===== src/rtl/core/heightfield_bilinear_sampler_defines.svh =====
// Assertion macros shared by the heightfield sampler RTL.
// Expects clk and rst_n in the scope of each use.
`ifndef HEIGHTFIELD_BILINEAR_SAMPLER_DEFINES_SVH
`define HEIGHTFIELD_BILINEAR_SAMPLER_DEFINES_SVH

// Same-cycle implication, checked outside reset.
`define HBS_ASSERT_NOW(name, ante, cons) \
    name: assert property (@(posedge clk) disable iff (!rst_n) (ante) |-> (cons)) \
        else $error("hbs check failed");

// Next-cycle implication, checked outside reset.
`define HBS_ASSERT_NEXT(name, ante, cons) \
    name: assert property (@(posedge clk) disable iff (!rst_n) (ante) |=> (cons)) \
        else $error("hbs check failed");

`endif


===== src/rtl/core/hbs_pkg.sv =====
// Shared constants, types and helpers of the heightfield bilinear sampler.
// No dependencies.
package hbs_pkg;

    localparam int MAX_COLUMNS = 256;
    localparam int MAX_ROWS    = 256;
    localparam int FRAC_BITS   = 8;

    localparam int COLS_W      = $clog2(MAX_COLUMNS + 1);
    localparam int ROWS_W      = $clog2(MAX_ROWS + 1);
    localparam int XW          = $clog2(MAX_COLUMNS);
    localparam int YW          = $clog2(MAX_ROWS);
    localparam int STORE_DEPTH = MAX_COLUMNS * MAX_ROWS;
    localparam int ADDR_W      = $clog2(STORE_DEPTH);
    localparam int AREA_W      = COLS_W + ROWS_W;

    localparam int HEIGHT_W    = 32;
    localparam int SCALE_W     = 31;
    localparam int FRACT_W     = 24;
    localparam int INDEX_W     = 16;
    localparam int POS_W       = 21;
    localparam int CFG_IDX_W   = 3;
    localparam int CFG_DATA_W  = 32;

    typedef enum logic [CFG_IDX_W-1:0] {
        REG_COLUMNS = 3'd0,
        REG_ROWS    = 3'd1,
        REG_FORMAT  = 3'd2,
        REG_HMIN    = 3'd3,
        REG_HSCALE  = 3'd4
    } hbs_reg_t;

    localparam logic [1:0] FMT_RGB24 = 2'd0;
    localparam logic [1:0] FMT_RAW16 = 2'd1;
    localparam logic [1:0] FMT_RAW8  = 2'd2;

    typedef struct packed {
        logic [COLS_W-1:0]          cols;
        logic [ROWS_W-1:0]          rows;
        logic [1:0]                 fmt;
        logic signed [HEIGHT_W-1:0] hmin;
        logic [SCALE_W-1:0]         hscale;
    } hbs_cfg_t;

    typedef struct packed {
        logic                       en;
        logic [ADDR_W-1:0]          addr;
        logic signed [HEIGHT_W-1:0] data;
    } hbs_wr_t;

    function automatic logic [COLS_W-1:0] eff_cols(input logic [8:0] v);
        logic [COLS_W-1:0] r;
        if (v == 9'd0)
            r = COLS_W'(1);
        else if (32'(v) > 32'(MAX_COLUMNS))
            r = COLS_W'(MAX_COLUMNS);
        else
            r = COLS_W'(v);
        return r;
    endfunction

    function automatic logic [ROWS_W-1:0] eff_rows(input logic [8:0] v);
        logic [ROWS_W-1:0] r;
        if (v == 9'd0)
            r = ROWS_W'(1);
        else if (32'(v) > 32'(MAX_ROWS))
            r = ROWS_W'(MAX_ROWS);
        else
            r = ROWS_W'(v);
        return r;
    endfunction

endpackage


===== src/rtl/core/hbs_wpath.sv =====
// Write path: sample to Q0.24 fraction, scale, offset and saturate.
// Depends on hbs_pkg; drives the write port of hbs_store.
module hbs_wpath import hbs_pkg::*;
(
    input  logic               clk,
    input  logic               rst_n,
    input  logic               start,
    input  logic [INDEX_W-1:0] write_index,
    input  logic [FRACT_W-1:0] raw_sample,
    input  hbs_cfg_t           cfg,
    output logic               done,
    output hbs_wr_t            wr
);

    localparam int PROD_W = FRACT_W + SCALE_W;
    localparam int SUM_W  = HEIGHT_W + 2;

    logic                   v1_reg;
    logic                   v2_reg;
    logic [FRACT_W-1:0]     frac_reg;
    logic [INDEX_W-1:0]     idx_reg;
    logic                   in_grid_reg;
    logic [ADDR_W-1:0]      addr_reg;
    logic                   keep_reg;
    logic [PROD_W-1:0]      prod_reg;

    logic [FRACT_W-1:0]     frac_next;
    logic [AREA_W-1:0]      area;
    logic signed [SUM_W-1:0] sum;
    logic signed [HEIGHT_W-1:0] sat;

    always_comb
    begin
        unique case (cfg.fmt)
            FMT_RAW16: frac_next = {raw_sample[15:0], 8'd0} + FRACT_W'(raw_sample[15:8]);
            FMT_RAW8:  frac_next = FRACT_W'(raw_sample[7:0]) * FRACT_W'(65793);
            default:   frac_next = raw_sample;
        endcase
    end

    assign area = AREA_W'(cfg.cols) * AREA_W'(cfg.rows);

    always_ff @(posedge clk or negedge rst_n)
    begin
        if (!rst_n)
        begin
            v1_reg <= 1'b0;
            v2_reg <= 1'b0;
        end
        else
        begin
            v1_reg <= start;
            v2_reg <= v1_reg;
        end
    end

    always_ff @(posedge clk)
    begin
        if (start)
        begin
            frac_reg    <= frac_next;
            idx_reg     <= write_index;
            in_grid_reg <= (32'(write_index) < 32'(area));
        end
        if (v1_reg)
        begin
            prod_reg <= PROD_W'(frac_reg) * PROD_W'(cfg.hscale);
            addr_reg <= ADDR_W'(idx_reg);
            keep_reg <= in_grid_reg;
        end
    end

    assign sum = SUM_W'(cfg.hmin) + $signed(SUM_W'(prod_reg[PROD_W-1:FRACT_W]));

    always_comb
    begin
        if (sum > SUM_W'(32'sh7FFF_FFFF))
            sat = 32'sh7FFF_FFFF;
        else if (sum < -SUM_W'(33'sh0_8000_0000))
            sat = 32'sh8000_0000;
        else
            sat = sum[HEIGHT_W-1:0];
    end

    assign done    = v2_reg;
    assign wr.en   = v2_reg && keep_reg;
    assign wr.addr = addr_reg;
    assign wr.data = sat;

endmodule


===== config.mk =====
export PLATFORM = sky130hd
export DESIGN_NAME = hbs_wpath
export DESIGN_NICKNAME = d
export VERILOG_FILES = /design/src/rtl/core/heightfield_bilinear_sampler_defines.svh /design/src/rtl/core/hbs_pkg.sv /design/src/rtl/core/hbs_wpath.sv
export SDC_FILE = /design/constraint.sdc
export NUM_CORES = 2
export LEC_CHECK = 0
export BUFFER_PORTS_ARGS = -buffer_cell sky130_fd_sc_hd__buf_2
export CAP_MARGIN = 20
export CORE_MARGIN = 2
export CORE_UTILIZATION = 43
export DETAILED_ROUTE_END_ITERATION = 8
export GPL_ROUTABILITY_DRIVEN = 0
export PLACE_DENSITY_LB_ADDON = 0.3
export SETUP_SLACK_MARGIN = 0.02
export SLEW_MARGIN = 5
export SYNTH_ARGS = -nofsm -noshare
export SYNTH_HDL_FRONTEND = slang
export SYNTH_SLANG_ARGS = --single-unit

===== constraint.sdc =====
create_clock -name clk -period 19 [get_ports clk]
set_input_delay 2.85 -clock clk [delete_from_list [all_inputs] [get_ports clk]]
set_output_delay 2.85 -clock clk [all_outputs]
set_load 0.005 [all_outputs]

==> results.rst <==
.. list-table::
   :header-rows: 1

   * - Metric
     - Value
   * - Worst Clk Skew
     - 17.22 ps
   * - Post-layout min period
     - 10310 ps
   * - Register bit count reported by yosys
     - 91
   * - Residual overflow from global routing
     - 0
   * - Wire length of the first global-routing pass
     - 129.5 mm
   * - Highest clock rate
     - 0.09703 GHz
   * - Number of cells produced by synthesis
     - 3332
   * - EDFF count, synth
     - 89
   * - Clock latency on the worst-skew pair
     - 380 ps
   * - Standard-cell rows
     - 98
   * - Detailed placer's ending HPWL
     - 61.83 mm
   * - Minimum setup slack after placement
     - 8447 ps
   * - Run status
     - completed
   * - Number of DRC markers after the initial detailed-route iteration
     - 1209
   * - Final worst setup slack
     - 8694 ps
   * - DRC violations left
     - 0
   * - Count of vias placed by the detailed router
     - 22151
   * - GRT Overall Usage
     - 0.2263
   * - DR pass1 iterations
     - 5
   * - IO buf count
     - 175
   * - Number of hold buffers added after CTS
     - 0
   * - Cell seen most often among critical-path stages
     - sky130_fd_sc_hd__fa_1
   * - Pins Over Slew Limit
     - 0
   * - Final period util
     - 0.5424
   * - Type of destination of the critical path
     - flop
   * - Maximum number of pins on one net before global-route repair
     - 50
   * - Clock transition at the register clock pins on the worst setup and hold paths after CTS
     - 90 ps
   * - Post-Route Hold Slack
     - 422.0 ps
   * - Number of global-route vias before repair
     - 23550
   * - Actual transition at the worst max-transition pin
     - 1045 ps
   * - Die height
     - 271.4 um
   * - Data arrival time of the worst path
     - 10450 ps
   * - Flip-flop count of the largest register, all copies and words added
     - 31
   * - Clk sinks
     - 91
   * - Cell with the most instances after synthesis
     - sky130_fd_sc_hd__inv_1
   * - Routed length per placed instance
     - 18.53 um
   * - Cells resized by post-CTS repair
     - 0
   * - Antenna violations before repair
     - 3
   * - Die area
     - 73650 um2
   * - Nets in the synthesized netlist
     - 4407
   * - Area growth syn-to-layout
     - 6.406%
   * - Clock buffer count from CTS
     - 9
   * - CTS root buffer
     - sky130_fd_sc_hd__clkbuf_16
   * - TritonCTS clock tree
     - done
   * - Combined area of all synthesized cells
     - 30740 um2
   * - Initial standard-cell utilization of the core
     - 0.4323
   * - Final hold violations
     - 0
   * - Sequential element share of the synthesized area
     - 0.08856
   * - Peak per-stage delay on the critical path
     - 690 ps
   * - Proportion of synthesized flip-flops having asynchronous set or reset
     - 0.02198
   * - Area of the core
     - 71120 um2
   * - Fraction of layout cells with a size suffix above 1
     - 0.07345
   * - Area share of the largest cell type after synthesis
     - 0.4467
   * - Kind of start point of the critical path
     - input port
   * - Leading register cell type out of synthesis
     - sky130_fd_sc_hd__edfxtp_1
   * - Average size of a mapped cell
     - 9.226 um2
   * - Number of H-tree branching levels
     - 3
   * - Max capacitance violation total
     - 0
   * - Cells taking the most area after synthesis
     - sky130_fd_sc_hd__fa_1, sky130_fd_sc_hd__ha_1, sky130_fd_sc_hd__inv_1
   * - Total number of yosys warnings
     - 0
   * - Finish-stage setup viols
     - 0
   * - Number of buffers between clock root and the deepest sink
     - 2
   * - IO Count
     - 176
   * - Number of nets still failing antenna checks after routing
     - 0
   * - Number of distinct library cells after synthesis
     - 61
   * - Final setup TNS
     - 0 ps
   * - Detail-routed via count per cell
     - 5.100
   * - Leading post-synthesis cells by instance count
     - sky130_fd_sc_hd__inv_1, sky130_fd_sc_hd__fa_1, sky130_fd_sc_hd__nand2_1, sky130_fd_sc_hd__and2_1, sky130_fd_sc_hd__ha_1
   * - Die extent in x
     - 271.4 um
   * - Number of buffers inserted to repair setup after CTS
     - 0
   * - Total Routed Length
     - 80.47 mm
   * - Max-slew headroom
     - 0.2855
   * - CP max-delay cell
     - sky130_fd_sc_hd__o21ai_0
   * - Post-layout nets
     - 4460
   * - Area leader, netlist
     - sky130_fd_sc_hd__fa_1
   * - CP required
     - 19140 ps
   * - Critical setup path kind
     - in -> reg
   * - Unrepaired setup endpoints after global routing
     - false
   * - Classification of the worst-slack hold path
     - reg -> reg
   * - Max Fanout on Critical Path
     - 24
## layout make-up
type,instances,area (um2)
clock inverter,7,75.07
timing repair buffer,203,1099
multi-input combinational,2314,24520
fill,6966,38410
antenna,3,7.507
tap,950,1189
clock buffer,9,225.2
inverter,766,2875
sequential,91,2724
## worst max-delay path: cells and delay by family
kind	cells	cell delay (ps)
and+or+nand+nor	4	770
xor gates and xnor gates	1	140
adders and majority gates	8	3920
buffers and inverters	6	770
AOI/OAI and AO/OA	6	2000
## final timing paths
path	slack, ps	cells after the start	endpoint	from
worst max-delay path	8690	25	prod_reg[50]$_DFFE_PP_	cfg[18]
worst min-delay path	420	0	addr_reg[3]$_DFFE_PP_	idx_reg[3]$_DFFE_PP_
worst max register to register	10890	25	prod_reg[50]$_DFFE_PP_	frac_reg[3]$_DFFE_PP_
worst min register to register	420	0	addr_reg[3]$_DFFE_PP_	idx_reg[3]$_DFFE_PP_
max in group asynchronous	16650	1	v1_reg$_DFF_PN0_	rst_n
min in group asynchronous	2240	1	done$_DFF_PN0_	rst_n
## cell families (layout without fill, tap and decap cells)
| logic type | Yosys count | in the layout | share of synthesized area |
|---|---|---|---|
| flip-flops | 91 | 91 | 0.08856 |
| AND/OR/NAND/NOR | 1013 | 1013 | 0.1630 |
| multiplexers | 1 | 1 | 0.0003663 |
| buffers and inverters | 927 | 985 | 0.1139 |
| adder cells (fa/ha/maj) | 949 | 949 | 0.5538 |
| other | 0 | 3 | 0 |
| AO/OA/AOI/OAI | 278 | 278 | 0.05963 |
| XOR/XNOR | 73 | 73 | 0.02080 |
## cells in the final DEF, fill, tap and decap left out, types with 6 or more instances in the layout
cell type | synthesis | routed
sky130_fd_sc_hd__nand4_1 | 14 | 14
sky130_fd_sc_hd__buf_4 | 2 | 27
sky130_fd_sc_hd__a21o_1 | 44 | 44
sky130_fd_sc_hd__o21bai_1 | 9 | 9
sky130_fd_sc_hd__a22oi_1 | 8 | 8
sky130_fd_sc_hd__and3_1 | 10 | 10
sky130_fd_sc_hd__nand2b_1 | 7 | 7
sky130_fd_sc_hd__nand3_1 | 17 | 17
sky130_fd_sc_hd__o21ai_2 | 11 | 11
sky130_fd_sc_hd__xnor2_1 | 43 | 43
sky130_fd_sc_hd__or2_2 | 6 | 6
sky130_fd_sc_hd__a31oi_1 | 10 | 10
sky130_fd_sc_hd__ha_1 | 263 | 263
sky130_fd_sc_hd__nand2_1 | 501 | 501
sky130_fd_sc_hd__edfxtp_1 | 89 | 89
sky130_fd_sc_hd__a21oi_1 | 82 | 82
sky130_fd_sc_hd__clkbuf_16 | 0 | 9
sky130_fd_sc_hd__a22o_1 | 8 | 8
sky130_fd_sc_hd__o21ai_0 | 59 | 59
sky130_fd_sc_hd__buf_2 | 0 | 175
sky130_fd_sc_hd__nor2_1 | 27 | 27
sky130_fd_sc_hd__inv_1 | 765 | 765
sky130_fd_sc_hd__nor2b_1 | 12 | 12
sky130_fd_sc_hd__xor2_1 | 30 | 30
sky130_fd_sc_hd__o211ai_1 | 8 | 8
sky130_fd_sc_hd__nor3_1 | 13 | 13
sky130_fd_sc_hd__and2_1 | 397 | 397
sky130_fd_sc_hd__fa_1 | 686 | 686
## routing by layer
metal / vias up / share of wire / GRT usage
met5: - / 0 / 0
met4: 0 / 0.031 / 0.07432
met3: 136 / 0.046 / 0.02034
met2: 612 / 0.51 / 0.3974
met1: 11385 / 0.41 / 0.2947
li1: 10018 / - / -
## through the flow
step | area, um2 | instances | utilization
after floorplan | 30740 | 3332 | -
after global placement | 32380 | 4323 | 0.4553
after detailed placement | 32380 | 4323 | 0.4553
after CTS | 32680 | 4339 | 0.4596
after global routing | 32710 | 4343 | 0.4600
final | 32710 | 4343 | 0.4600
Power is not shown: default switching activity piles up to over one toggle a cycle in this logic, so the estimate is an artifact.
